## config.mk

```make
export PLATFORM = sky130hd
export DESIGN_NAME = circular_deque_with_rotation_top
export DESIGN_NICKNAME = d
export VERILOG_FILES = /design/src/hw/rtl/cdq_pkg.sv /design/src/hw/rtl/circular_deque_with_rotation_top.sv
export SDC_FILE = /design/constraint.sdc
export NUM_CORES = 1
export LEC_CHECK = 0
export ABC_AREA = 1
export BUFFER_PORTS_ARGS = -buffer_cell sky130_fd_sc_hd__buf_2
export CORE_ASPECT_RATIO = 1.5
export CORE_MARGIN = 4
export CORE_UTILIZATION = 40
export CTS_CLUSTER_SIZE = 12
export DETAILED_ROUTE_END_ITERATION = 8
export PLACE_DENSITY = 0.67
export SLEW_MARGIN = 15
export SYNTH_ARGS = -nofsm -noshare
export SYNTH_HDL_FRONTEND = slang
export SYNTH_SLANG_ARGS = --single-unit
export TNS_END_PERCENT = 30
```

## constraint.sdc

```tcl
create_clock -name clk -period 10.75 [get_ports clk]
set_clock_uncertainty 0.15 [all_clocks]
set_input_delay 1.6125 -clock clk [delete_from_list [all_inputs] [get_ports clk]]
set_output_delay 1.6125 -clock clk [all_outputs]
set_load 0.005 [all_outputs]
```

## src/hw/rtl/cdq_pkg.sv

```systemverilog
// Shared types and constants for the circular deque with rotation.
// Used by the top level and by its port checker; depends on nothing else.
`default_nettype none

package cdq_pkg;

  // Fixed widths of the word fields on both channels.
  localparam int unsigned WORD_W  = 32;
  localparam int unsigned COUNT_W = 5;

  // Operation codes carried in a command word.
  typedef enum logic [2:0] {
    OP_PUSH_FRONT = 3'd0,
    OP_PUSH_BACK  = 3'd1,
    OP_POP_FRONT  = 3'd2,
    OP_POP_BACK   = 3'd3,
    OP_ROT_FWD    = 3'd4,
    OP_ROT_BACK   = 3'd5,
    OP_READ_INDEX = 3'd6,
    OP_CLEAR      = 3'd7
  } op_t;

  // Completion status reported in each response word.
  typedef enum logic [1:0] {
    STAT_OK    = 2'd0,
    STAT_EMPTY = 2'd1,
    STAT_FULL  = 2'd2,
    STAT_RANGE = 2'd3
  } status_t;

  // Control sequencer states.
  typedef enum logic {
    FSM_READY  = 1'b0,
    FSM_FINISH = 1'b1
  } fsm_t;

  // Command word.
  typedef struct packed {
    op_t               operation;
    logic [WORD_W-1:0] value;
    logic [3:0]        index;
  } cmd_t;

  // Response word.
  typedef struct packed {
    status_t            status;
    logic [WORD_W-1:0]  read_value;
    logic [WORD_W-1:0]  front_value;
    logic [WORD_W-1:0]  back_value;
    logic [COUNT_W-1:0] element_count;
    logic               is_empty;
  } rsp_t;

  // Which response fields take the RAM read data in the finish cycle.
  typedef struct packed {
    logic rd_from_mem;
    logic front_from_mem;
    logic back_from_mem;
  } mem_sel_t;

endpackage

`default_nettype wire

```

## src/hw/rtl/circular_deque_with_rotation_top.sv

```systemverilog
// Top level of the circular deque with rotation: element RAM, pointers and sequencer.
// Depends on cdq_pkg for the word types, operation and status codes.
`default_nettype none

// Each command word passes through an accept cycle and a finish cycle. In the
// accept cycle the block computes the new head and count, performs at most one
// write and issues at most one read of the single-port-per-direction element
// RAM; in the finish cycle the registered read data completes the response
// word, which goes to an output register. The front and back elements are
// cached in registers, so no operation needs more than that one RAM read. No
// new command is taken before the last one's response is loaded; a waiting
// response holds the block in its finish cycle and stalls any command that
// arrives while it waits. The element RAM is not cleared after reset and
// needs no clearing pass: only entries inside the stored range are ever read.
module circular_deque_with_rotation_top
  import cdq_pkg::*;
#(
  parameter int unsigned DEPTH         = 16,
  parameter int unsigned ELEMENT_WIDTH = 32
) (
  input  wire  clk,
  input  wire  rst,
  input  wire  cmd_valid,
  output logic cmd_stall,
  input  cmd_t cmd,
  output logic rsp_valid,
  input  wire  rsp_stall,
  output rsp_t rsp
);

  localparam int unsigned AW   = $clog2(DEPTH);
  localparam int unsigned CW   = $clog2(DEPTH + 1);
  localparam int unsigned SW   = CW + 1;
  localparam int unsigned CMPW = (CW > 4) ? CW : 4;
  localparam int unsigned EW   = ELEMENT_WIDTH;

  // Ring position base + off, correct for off not above DEPTH.
  function automatic logic [AW-1:0] ring_add(input logic [AW-1:0] base,
                                             input logic [CW-1:0] off);
    logic [SW-1:0] sum;
    sum = SW'(base) + SW'(off);
    if (sum >= SW'(DEPTH)) begin
      sum = sum - SW'(DEPTH);
    end
    return sum[AW-1:0];
  endfunction

  // Element RAM with registered read data.
  logic [EW-1:0] mem [DEPTH];
  logic          mem_we;
  logic [AW-1:0] mem_waddr;
  logic [EW-1:0] mem_wdata;
  logic          mem_re;
  logic [AW-1:0] mem_raddr;
  logic [EW-1:0] mem_rdata;

  always_ff @(posedge clk) begin
    if (mem_we) begin
      mem[mem_waddr] <= mem_wdata;
    end
    if (mem_re) begin
      mem_rdata <= mem[mem_raddr];
    end
  end

  // Architectural state and cached end elements.
  fsm_t          state, state_next;
  logic [AW-1:0] head, head_next;
  logic [CW-1:0] count, count_next;
  logic [EW-1:0] front, front_next;
  logic [EW-1:0] back, back_next;

  // Values carried from the accept cycle to the finish cycle.
  status_t       pend_status, status_next;
  logic [EW-1:0] pend_rd, rd_next;
  mem_sel_t      pend_sel, sel_next;

  logic          cmd_fire;
  logic          rsp_load;
  logic          is_zero, is_one, is_full;
  logic [AW-1:0] head_prev;
  logic [AW-1:0] head_succ;
  logic [AW-1:0] tail_succ;
  logic [AW-1:0] tail_prev;
  logic [EW-1:0] elem_in;

  assign cmd_fire  = cmd_valid && !cmd_stall;
  assign rsp_load  = (state == FSM_FINISH) && (!rsp_valid || !rsp_stall);
  assign is_zero   = (count == '0);
  assign is_one    = (count == CW'(1));
  assign is_full   = (count == CW'(DEPTH));
  assign head_prev = (head == '0) ? AW'(DEPTH - 1) : head - AW'(1);
  assign head_succ = ring_add(head, CW'(1));
  assign tail_succ = ring_add(head, count);
  assign tail_prev = ring_add(head, count - CW'(2));
  assign elem_in   = EW'(cmd.value);

  // Accept cycle: pointer update, RAM write, RAM read request.
  always_comb begin
    head_next   = head;
    count_next  = count;
    front_next  = front;
    back_next   = back;
    mem_we      = 1'b0;
    mem_waddr   = head;
    mem_wdata   = elem_in;
    mem_re      = 1'b0;
    mem_raddr   = head_succ;
    status_next = STAT_OK;
    rd_next     = '0;
    sel_next    = '0;
    unique case (cmd.operation)
      OP_PUSH_FRONT: begin
        if (is_full) begin
          status_next = STAT_FULL;
        end else begin
          head_next  = head_prev;
          count_next = count + CW'(1);
          mem_we     = 1'b1;
          mem_waddr  = head_prev;
          front_next = elem_in;
          if (is_zero) begin
            back_next = elem_in;
          end
        end
      end
      OP_PUSH_BACK: begin
        if (is_full) begin
          status_next = STAT_FULL;
        end else begin
          count_next = count + CW'(1);
          mem_we     = 1'b1;
          mem_waddr  = tail_succ;
          back_next  = elem_in;
          if (is_zero) begin
            front_next = elem_in;
          end
        end
      end
      OP_POP_FRONT: begin
        if (is_zero) begin
          status_next = STAT_EMPTY;
        end else begin
          rd_next    = front;
          head_next  = head_succ;
          count_next = count - CW'(1);
          if (!is_one) begin
            mem_re                  = 1'b1;
            mem_raddr               = head_succ;
            sel_next.front_from_mem = 1'b1;
          end
        end
      end
      OP_POP_BACK: begin
        if (is_zero) begin
          status_next = STAT_EMPTY;
        end else begin
          rd_next    = back;
          count_next = count - CW'(1);
          if (!is_one) begin
            mem_re                 = 1'b1;
            mem_raddr              = tail_prev;
            sel_next.back_from_mem = 1'b1;
          end
        end
      end
      OP_ROT_FWD: begin
        if (is_zero) begin
          status_next = STAT_EMPTY;
        end else begin
          // The front element is copied behind the back one.
          mem_we    = 1'b1;
          mem_waddr = tail_succ;
          mem_wdata = front;
          head_next = head_succ;
          back_next = front;
          if (!is_one) begin
            mem_re                  = 1'b1;
            mem_raddr               = head_succ;
            sel_next.front_from_mem = 1'b1;
          end
        end
      end
      OP_ROT_BACK: begin
        if (is_zero) begin
          status_next = STAT_EMPTY;
        end else begin
          // The back element is copied ahead of the front one.
          mem_we     = 1'b1;
          mem_waddr  = head_prev;
          mem_wdata  = back;
          head_next  = head_prev;
          front_next = back;
          if (!is_one) begin
            mem_re                 = 1'b1;
            mem_raddr              = tail_prev;
            sel_next.back_from_mem = 1'b1;
          end
        end
      end
      OP_READ_INDEX: begin
        if (is_zero) begin
          status_next = STAT_EMPTY;
        end else if (CMPW'(cmd.index) >= CMPW'(count)) begin
          status_next = STAT_RANGE;
        end else begin
          mem_re               = 1'b1;
          mem_raddr            = ring_add(head, CW'(cmd.index));
          sel_next.rd_from_mem = 1'b1;
        end
      end
      OP_CLEAR: begin
        head_next  = '0;
        count_next = '0;
      end
      default: begin
        status_next = STAT_OK;
      end
    endcase
    if (!cmd_fire) begin
      mem_we = 1'b0;
      mem_re = 1'b0;
    end
  end

  // Sequencer next state.
  always_comb begin
    state_next = state;
    unique case (state)
      FSM_READY: begin
        if (cmd_fire) begin
          state_next = FSM_FINISH;
        end
      end
      FSM_FINISH: begin
        if (rsp_load) begin
          state_next = FSM_READY;
        end
      end
      default: begin
        state_next = FSM_READY;
      end
    endcase
  end

  // Sequencer outputs.
  always_comb begin
    cmd_stall = (state != FSM_READY);
  end

  // State registers.
  always_ff @(posedge clk) begin
    if (rst) begin
      state <= FSM_READY;
      head  <= '0;
      count <= '0;
    end else begin
      state <= state_next;
      if (cmd_fire) begin
        head  <= head_next;
        count <= count_next;
      end
    end
  end

  // Cached end elements and the values held for the finish cycle.
  always_ff @(posedge clk) begin
    if (cmd_fire) begin
      front       <= front_next;
      back        <= back_next;
      pend_status <= status_next;
      pend_rd     <= rd_next;
      pend_sel    <= sel_next;
    end else if (rsp_load) begin
      if (pend_sel.front_from_mem) begin
        front <= mem_rdata;
      end
      if (pend_sel.back_from_mem) begin
        back <= mem_rdata;
      end
    end
  end

  // Response word assembled in the finish cycle.
  rsp_t          rsp_next;
  logic [EW-1:0] front_out, back_out, rd_out;

  always_comb begin
    front_out = pend_sel.front_from_mem ? mem_rdata : front;
    back_out  = pend_sel.back_from_mem ? mem_rdata : back;
    rd_out    = pend_sel.rd_from_mem ? mem_rdata : pend_rd;
    rsp_next.status        = pend_status;
    rsp_next.read_value    = WORD_W'(rd_out);
    rsp_next.front_value   = is_zero ? '0 : WORD_W'(front_out);
    rsp_next.back_value    = is_zero ? '0 : WORD_W'(back_out);
    rsp_next.element_count = COUNT_W'(count);
    rsp_next.is_empty      = is_zero;
  end

  // Output register.
  always_ff @(posedge clk) begin
    if (rst) begin
      rsp_valid <= 1'b0;
    end else if (rsp_load) begin
      rsp_valid <= 1'b1;
    end else if (!rsp_stall) begin
      rsp_valid <= 1'b0;
    end
  end

  always_ff @(posedge clk) begin
    if (rsp_load) begin
      rsp <= rsp_next;
    end
  end

endmodule

`default_nettype wire

```

* Word level (Yosys, flattened, before mapping)
Memories as Yosys holds them, arrays and structs flattened. A register that Yosys moved wholly into a read port is not among the register bits.
Index checks and enable logic that the tools add are counted.
** Storage, ports and cells
- Bits in registers :: 216
- Word-level logic and storage cells :: 139
- Output and inout port bits :: 106
- Memories :: 1
- Bits in writable memories :: 512
** Cells by class
- Reductions and logical operators :: 22
- $add $sub $neg :: 12
- Magnitude comparators :: 5
- Mux-type cells :: 62
- Equality and inequality tests :: 19
- Bitwise operators :: 1
** Memories
- mem :: depth 16, width 32, read ports 1, clocked after memory_dff 1, write ports 1, RTL line circular_deque_with_rotation_top.sv:49 : logic [EW-1:0] mem [DEPTH];
** Operators by type and width (number)
- $mux 32 :: 16
- $pmux 32 s3 :: 2
- $pmux 32 s2 :: 2
- $mux 4 :: 14
- $pmux 4 s4 :: 2
- $sub 4x1->4 const B :: 5
- $mux 1 :: 15
- $pmux 5 s3 :: 1
- $add 4x5->6 :: 2
- $eq 3x3->1 const B :: 4
- $ge 6x5->1 const B :: 2
- $ne 3x3->1 const B :: 4
- $ge 5x5->1 const B :: 2
- $mux 5 :: 2
- $reduce_and 5->1 :: 2
- $reduce_or 2->1 :: 5
- $ne 4x1->1 const B :: 2
- $pmux 4 s2 :: 1
- $eq 3x2->1 const B :: 2
- $mux 2 :: 3
- $ne 2x2->1 const B :: 3
- $pmux 1 s2 :: 3
- $pmux 2 s3 :: 1
- $add 4x1->5 const B :: 1
- other kinds (22) :: 25

* Depth between registers and ports, before layout
Gate-level depths: netlist (run 1).
- Depth after elaboration :: 7
- Mapped depth :: 20

* Least setup slack after synthesis (run 1)
OpenSTA, ideal clock, no wires.
- Kind :: in2reg
- Start :: input rsp_stall
- End :: register front[0], enable pin
- Setup slack :: 1.648 ns
- Arrival time :: 8.531 ns
- Data required time :: 10.179 ns
- Stages :: 3
- Setup time :: 0.421 ns
- Cells stage by stage :: a21oi_1 -> a21oi_1 -> nor2_1
** On the way
- Word-level cells in the longest chain between the ends :: 5
** RTL lines
- start, declared :: RTL line circular_deque_with_rotation_top.sv:27 : input wire rsp_stall,
- $logic_not 1->1
- $logic_or 1x1->1 :: RTL line circular_deque_with_rotation_top.sv:88 : assign rsp_load = (state == FSM_FINISH) && (!rsp_valid || !rsp_stall);
- $logic_and 1x1->1 :: RTL line circular_deque_with_rotation_top.sv:88
- $reduce_bool 2->1 (no line)
- $reduce_and 5->1 (no line)
- end signal, assigned :: RTL line circular_deque_with_rotation_top.sv:269 : front <= front_next;
- end signal, assigned :: RTL line circular_deque_with_rotation_top.sv:276 : front <= mem_rdata;
- end, declared :: RTL line circular_deque_with_rotation_top.sv:70 : logic [EW-1:0] front, front_next;
Every way passes these cells.
A chain may end at the register's enable or synchronous reset.

* Final worst setup path (run 1)
- Start :: input cmd[3] in the netlist's numbering
- End :: register mem_rdata[12] (read register of mem) (data pin)
** On the way
- Word-level cells in the longest chain between the ends :: 6
** RTL lines
- start, declared :: RTL line circular_deque_with_rotation_top.sv:25 : input cmd_t cmd,
- $add 4x4->5 :: RTL line circular_deque_with_rotation_top.sv:41 : sum = SW'(base) + SW'(off);
- $sub 4x1->4 or $ge 5x5->1 (tied branches) :: RTL line circular_deque_with_rotation_top.sv:43, circular_deque_with_rotation_top.sv:42
- $mux 4 :: RTL line circular_deque_with_rotation_top.sv:42 : if (sum >= SW'(DEPTH)) begin
- $mux 4 :: RTL line circular_deque_with_rotation_top.sv:204 : end else if (CMPW'(cmd.index) >= CMPW'(count)) begin
- $mux 4 :: RTL line circular_deque_with_rotation_top.sv:202 : if (is_zero) begin
- $pmux 4 s2 :: RTL line circular_deque_with_rotation_top.sv:112 : unique case (cmd.operation)
- end, declared :: RTL line circular_deque_with_rotation_top.sv:55 : logic [EW-1:0] mem_rdata;
Several ways; a longest one is shown, not always the timed one.

==> results of run 1 <==
registers in the layout, summed over array words and instances (netlist names):
name and cells:
pend_status 2, rsp_valid 1, rsp 104, mem_rdata 32
cmd_stall 1, front 32, pend_rd 32, pend_sel 3
head 4, mem 512, count 5, back 32
stage by stage:
step	worst slack (ns)	utilization [%]	instances	instance area [um^2]
CTS	5.36	44.7	4806	39800
detailed placement	4.70	42.5	4719	37800
finish	5.27	44.7	4806	39800
global placement	4.73	42.5	4719	37800
global route	4.93	44.7	4806	39800
floorplan	1.65	-	3561	35900
worst max-delay path, stage by stage:
cell and delay, ns:
buf_2 0.11, ha_1 0.29, inv_1 0.04, nor2_1 0.11
nand2_1 0.08, nand4_1 0.13, nand2_1 0.15, nand2_2 0.15
nand2_8 0.42, nand2_8 0.87, buf_4 0.90, nand2_1 0.12
nand3_1 0.12, nand3_1 0.09, nand3_1 0.12, nand2_1 0.05
layout make-up:
| type | count | area (um^2) | area share, % |
|---|---|---|---|
| clock buffers | 83 | 1910 | 4.79 |
| clock inverters | 4 | 31.3 | 0.0786 |
| inverters | 475 | 1790 | 4.50 |
| multi-input cells | 2104 | 10600 | 26.6 |
| flip-flops and latches | 760 | 22700 | 57.1 |
| well taps | 1156 | 1450 | 3.63 |
| repair buffers | 224 | 1320 | 3.33 |
layer usage:
| metal | GRT usage [%] | up-vias |
|---|---|---|
| li1 | - | 12233 |
| met3 | 2.77 | 241 |
| met5 | 0 | - |
| met1 | 24.3 | 12424 |
| met2 | 34.7 | 1245 |
| met4 | 9.46 | 0 |
worst min path at each step:
| stage | startpoint | end | depth (start not counted) |
|---|---|---|---|
| floorplan | pend_status[0]$_DFFE_PP_ | rsp[102]$_DFFE_PP_ | 0 |
| detailed placement | pend_status[0]$_DFFE_PP_ | rsp[102]$_DFFE_PP_ | 0 |
| global route | pend_status[0]$_DFFE_PP_ | rsp[102]$_DFFE_PP_ | 0 |
| finish | pend_status[0]$_DFFE_PP_ | rsp[102]$_DFFE_PP_ | 0 |
| global placement | pend_status[0]$_DFFE_PP_ | rsp[102]$_DFFE_PP_ | 0 |
| CTS | pend_status[0]$_DFFE_PP_ | rsp[102]$_DFFE_PP_ | 0 |
synthesized netlist by cell type, types with 11 or more instances:
master | n | area [um^2]
a21oi_1 | 38 | 190
edfxtp_1 | 749 | 22500
o22ai_1 | 25 | 156
a22oi_1 | 31 | 233
mux2i_1 | 15 | 150
inv_2 | 12 | 45.0
clkbuf_1 | 72 | 270
ha_1 | 20 | 250
buf_4 | 20 | 150
mux2_2 | 30 | 338
or2_2 | 22 | 138
nand2_1 | 880 | 3300
o21ai_0 | 167 | 836
buf_2 | 114 | 571
buf_1 | 12 | 45.0
o221ai_1 | 35 | 307
dfxtp_1 | 11 | 220
nand3_1 | 611 | 3060
inv_1 | 462 | 1730
a221oi_1 | 20 | 175
nor2_1 | 126 | 473
where the power goes:
part / switching [mW] / internal [mW]
sequential: 0.0694 / 3.48
clock: 1.05 / 1.24
combinational: 0.999 / 0.393
cells by family after synthesis:
kind of cell	synth area share, %
mux	1.36
flops	63.3
fa+ha+maj	0.864
compound gates	6.35
xor+xnor	0.317
simple gates	19.9
buf+inv	7.98
==> impl_metrics.yaml, run 1 <==
clock_network:
  cts-resized-gates: 0
  clockRootBuffer: "clkbuf_16"
  numCtsBuffers: 73
  h-tree-depth: 3
  cts_post_setup_buffers_inserted: 0
  cts.clk_slew.worst_paths_ns: 0.06
  clk-insertion-delay-late_ns: 0.63
  cts.sinks: 760
  hold_buffers: 0
  clk_path_buf_depth: 3
  cts_tree: "done"
finish:
  antennaDiodeCount: 0
  area_growth_pct: 10.9
  drive_above_1_share_pct: 11.6
  layout_commonest_cell: "nand2_1"
  nets: 3704
  most-common-layout-cells: "877 x nand2_1, 749 x edfxtp_1, 611 x nand3_1"
  fillers: 8049
yosys:
  syn_area_um2: 35900
  synth_edf_count: 749
  async_flop_share_pct: 0
  postSynthAreaPerCell_um2: 10.1
  ys_seq_elements: 760
  ys_warn_count: 0
  syn_inst: 3561
  syn_nets: 3627
  synthFlopType: "edfxtp_1"
  synth.distinct_cells: 49
  seq_area_frac_synth_pct: 63.3
timing:
  worst_slew_pin_slew_ns: 1.25
  slew_headroom_pct: 16.6
  hold_viol_final: 0
  period_minus_slack_ns: 5.48
  min_period_over_period_pct: 51.0
  whs_ns: 0.269
  rsz0062_at_grt: "false"
  setup_viol: 0
  tns_ns: 0
  max_freq_ghz: 0.183
  slew_viol_final: 0
critical_path:
  reg2reg_from: "count[1]$_SDFFE_PP0P_"
  path_class: "primary input to register"
  critPathCapture: "mem_rdata[12]$_DFFE_PP_"
  crit_start: "cmd[3]"
  arrival_ns: 5.70
  r2r_setup_slack_ns: 5.41
  crit_path_end_kind: "register"
  worstPathMaxFanout: 166
  crit_required_ns: 10.97
  reg2reg_depth: 16
  cp-start-kind: "primary input"
  rr_endpoint: "mem_rdata[12]$_DFFE_PP_"
detailed_routing:
  drt_iter0_markers: 2476
  drt-total-wl_um: 96800
  wl_met2_um: 48400
  drc_errors: 0
  wl_met3_um: 7350
  dr_total_vias: 26143
  antenna_left: 0
  avgRoutedWirePerCell_um: 20.1
  vias_per_cell: 5.44
  top_layer_used: "met4"
  drt-pass1-iter-count: 6
  met1Wirelength_um: 37200
floorplanning:
  die-area_um2: 94700
  chipWidth_um: 253
  ioPinCount: 149
  start_util_pct: 40.3
  die_y_um: 375
  row_count: 134
  core_area_um2: 89000
grt:
  grt_first_pass_wirelength_um: 148000
  grt_antenna_before_repair: 1
  grt.overflow.total: 0
  grt_use_total_pct: 19.9
  grt_max_degree: 179
  grt_pass1_vias: 25427
placed_design:
  gp_congestion: 0.875
  io_buffers: 148
  dpl.hpwl_um: 55700
worst_hold_path:
  min_path_type: "register to register"
power_and_ir_drop:
  vdd_ir_drop_max_uv: 110
  powerDensity_nw_per_um2: 182
  leakage_nw: 16.3
  power_mw: 7.23
flow_run:
  cap_violations: 0
status:
  run_status: "complete, no violations"
(Power assumes the default switching activity.)
==> run 2, diff against run 1 <==
clock period = 5.1 ns   (was 10.75 ns; I/O delays follow)
==> run 2 against run 1 <==
Non-clock buffer count increased by 14. Cell count increased by 0.35%. Count of clock-buffer cells in the layout increased by 1. Final area grew 1.0%. Total power increased by 110%. First-iteration DRC count is 7.7% lower.
==> impl_metrics.yaml, run 2 (synthesized netlist as in run 1, its figures left out) <==
status:
  run_status: "complete, no violations"
finish:
  final_core_util_pct: 45.2
  multi_input_area_um2: 10600
  largest_reg_flops: 512
  top_regs: "mem: 512 flops, rsp: 104 flops"
  layout_commonest_cell: "nand2_1"
  seqCellArea_um2: 22700
  nets: 3719
  top_register: "mem"
  drive_above_1_share_pct: 11.9
  area_growth_pct: 12.0
  fillers: 8103
  most-common-layout-cells: "877 x nand2_1, 749 x edfxtp_1, 611 x nand3_1"
  fin_cells: 4823
critical_path:
  r2r_setup_slack_ns: 1.11
  rr_endpoint: "mem_rdata[13]$_DFFE_PP_"
  arrival_ns: 4.20
  crit_required_ns: 5.30
  reg2reg_from: "count[1]$_SDFFE_PP0P_"
  cp-start-kind: "register"
  path_class: "register to register"
  worstPathMaxFanout: 92
  crit_path_end_kind: "register"
  reg2reg_depth: 15
timing:
  slew_headroom_pct: 28.6
  whs_ns: 0.284
  slew_viol_final: 0
  min_period_over_period_pct: 78.3
  period_minus_slack_ns: 3.99
  max_freq_ghz: 0.250
  tns_ns: 0
  hold_viol_final: 0
  rsz0062_at_grt: "false"
  setup_ws_ns: 1.11
  setup_viol: 0
  worst_slew_pin_slew_ns: 1.07
clock_network:
  cts-resized-gates: 0
  cts_tree: "done"
  cts.clk_slew.worst_paths_ns: 0.06
  numCtsBuffers: 74
  cts.sinks: 760
  clockRootBuffer: "clkbuf_16"
  clk_path_buf_depth: 3
  h-tree-depth: 3
  hold_buffers: 0
  clk-insertion-delay-late_ns: 0.63
  cts_post_setup_buffers_inserted: 0
placed_design:
  placed_cells: 4733
  dpl.hpwl_um: 56400
  io_buffers: 148
  pre_cts_ws_ns: 1.08
  gp_congestion: 0.916
flow_run:
  cap_violations: 0
power_and_ir_drop:
  p_switching_mw: 4.45
  swShare_pct: 29.0
  p_comb_share_pct: 19.5
  powerDensity_nw_per_um2: 382
  clkPwrFrac_pct: 31.8
  vdd_ir_drop_max_uv: 227
  p_seq_share_pct: 48.6
  leakage_nw: 16.5
  p_int_mw: 10.9
detailed_routing:
  vias_per_cell: 5.46
  drt_iter0_markers: 2286
  avgRoutedWirePerCell_um: 20.1
  drt-total-wl_um: 97000
  drt-pass1-iter-count: 6
  dr_total_vias: 26350
  antenna_left: 0
  drc_errors: 0
floorplanning:
  ioPinCount: 149
  start_util_pct: 40.3
  core_area_um2: 89000
  die-area_um2: 94700
  chipWidth_um: 253
  row_count: 134
  die_y_um: 375
grt:
  met3_usage_pct: 2.73
  grt_use_total_pct: 20.0
  grt_use_met1_pct: 24.2
  grt_first_pass_wirelength_um: 148000
  gr-max-usage-layer: "met2"
  grt_max_degree: 164
  grt_antenna_before_repair: 1
  grt.overflow.total: 0
  grt_pass1_vias: 25866
  met2_usage_pct: 35.2
worst_hold_path:
  holdCritStartpoint: "pend_status[0]$_DFFE_PP_"
  min_path_type: "register to register"
  hold_depth: 0
  whs_endpoint: "rsp[102]$_DFFE_PP_"
run 2: changes by cell type in the layout (fill, tap and decap cells not counted), sizes merged:
cell	previous run	this run
buf	224	238
bufinv	0	1
clkbuf	83	84
clkinv	2	6
diode	0	1
inv	477	473
run 2: worst max-delay path by stage:
stage | startpoint | to | slack (ns) | cells after the start
6_report | count[1]$_SDFFE_PP0P_ | mem_rdata[13]$_DFFE_PP_ | 1.11 | 15
5_1_grt | count[1]$_SDFFE_PP0P_ | mem_rdata[20]$_DFFE_PP_ | 0.81 | 15
4_1_cts | count[1]$_SDFFE_PP0P_ | mem_rdata[12]$_DFFE_PP_ | 1.07 | 15
3_5_place_dp | count[1]$_SDFFE_PP0P_ | mem_rdata[12]$_DFFE_PP_ | 1.08 | 15
3_3_place_gp | cmd[3] | mem_rdata[20]$_DFFE_PP_ | 1.07 | 15
2_1_floorplan | rsp_stall | back[0]$_DFFE_PP_ | 0.42 | 3
run 2: per-stage QoR:
stage                     area, um^2  power, mW
final                          40200       15.4
after global routing           40200       16.0
after CTS                      40200       15.4
after detailed placement       38200       10.6
after global placement         38200       10.5
after floorplan                35900       9.61
run 2: layer usage:
metal,up-vias,wire length [um]
li1,12272,-
met1,12514,36900
met2,1282,48300
met3,282,7500
met4,0,4250
met5,-,0
run 2: cell type report:
type	count	share of cell area, %
Tap cell	1156	3.60
Antenna cell	1	0.00622
Clock buffer	84	4.80
Timing Repair Buffer	238	4.18
Multi-Input combinational cell	2104	26.3
Sequential cell	760	56.5
Clock inverter	5	0.168
Inverter	475	4.46
run 2: critical path, cell delays in order, from the launching register on:
cell and delay [ns]:
dfxtp_1 0.52, inv_1 0.21, ha_1 0.30, nand3_2 0.35, nand4_1 0.18, nand2_1 0.23, nand2_2 0.13, nand2_8 0.27
nand2_8 0.44, buf_12 0.38, nand2_1 0.08, nand2_1 0.04, nand2_1 0.09, nand3_1 0.08, nand3_1 0.11, nand2_1 0.09
run 2: power by group through the flow:
stage / clock network (mW) / logic, mW / registers [mW]
after floorplan: 0 / 2.05 / 7.56
after global placement: 0 / 2.93 / 7.60
after detailed placement: 0 / 2.97 / 7.60
after CTS: 4.97 / 2.98 / 7.47
after global routing: 5.22 / 3.32 / 7.49
final: 4.89 / 3.00 / 7.47
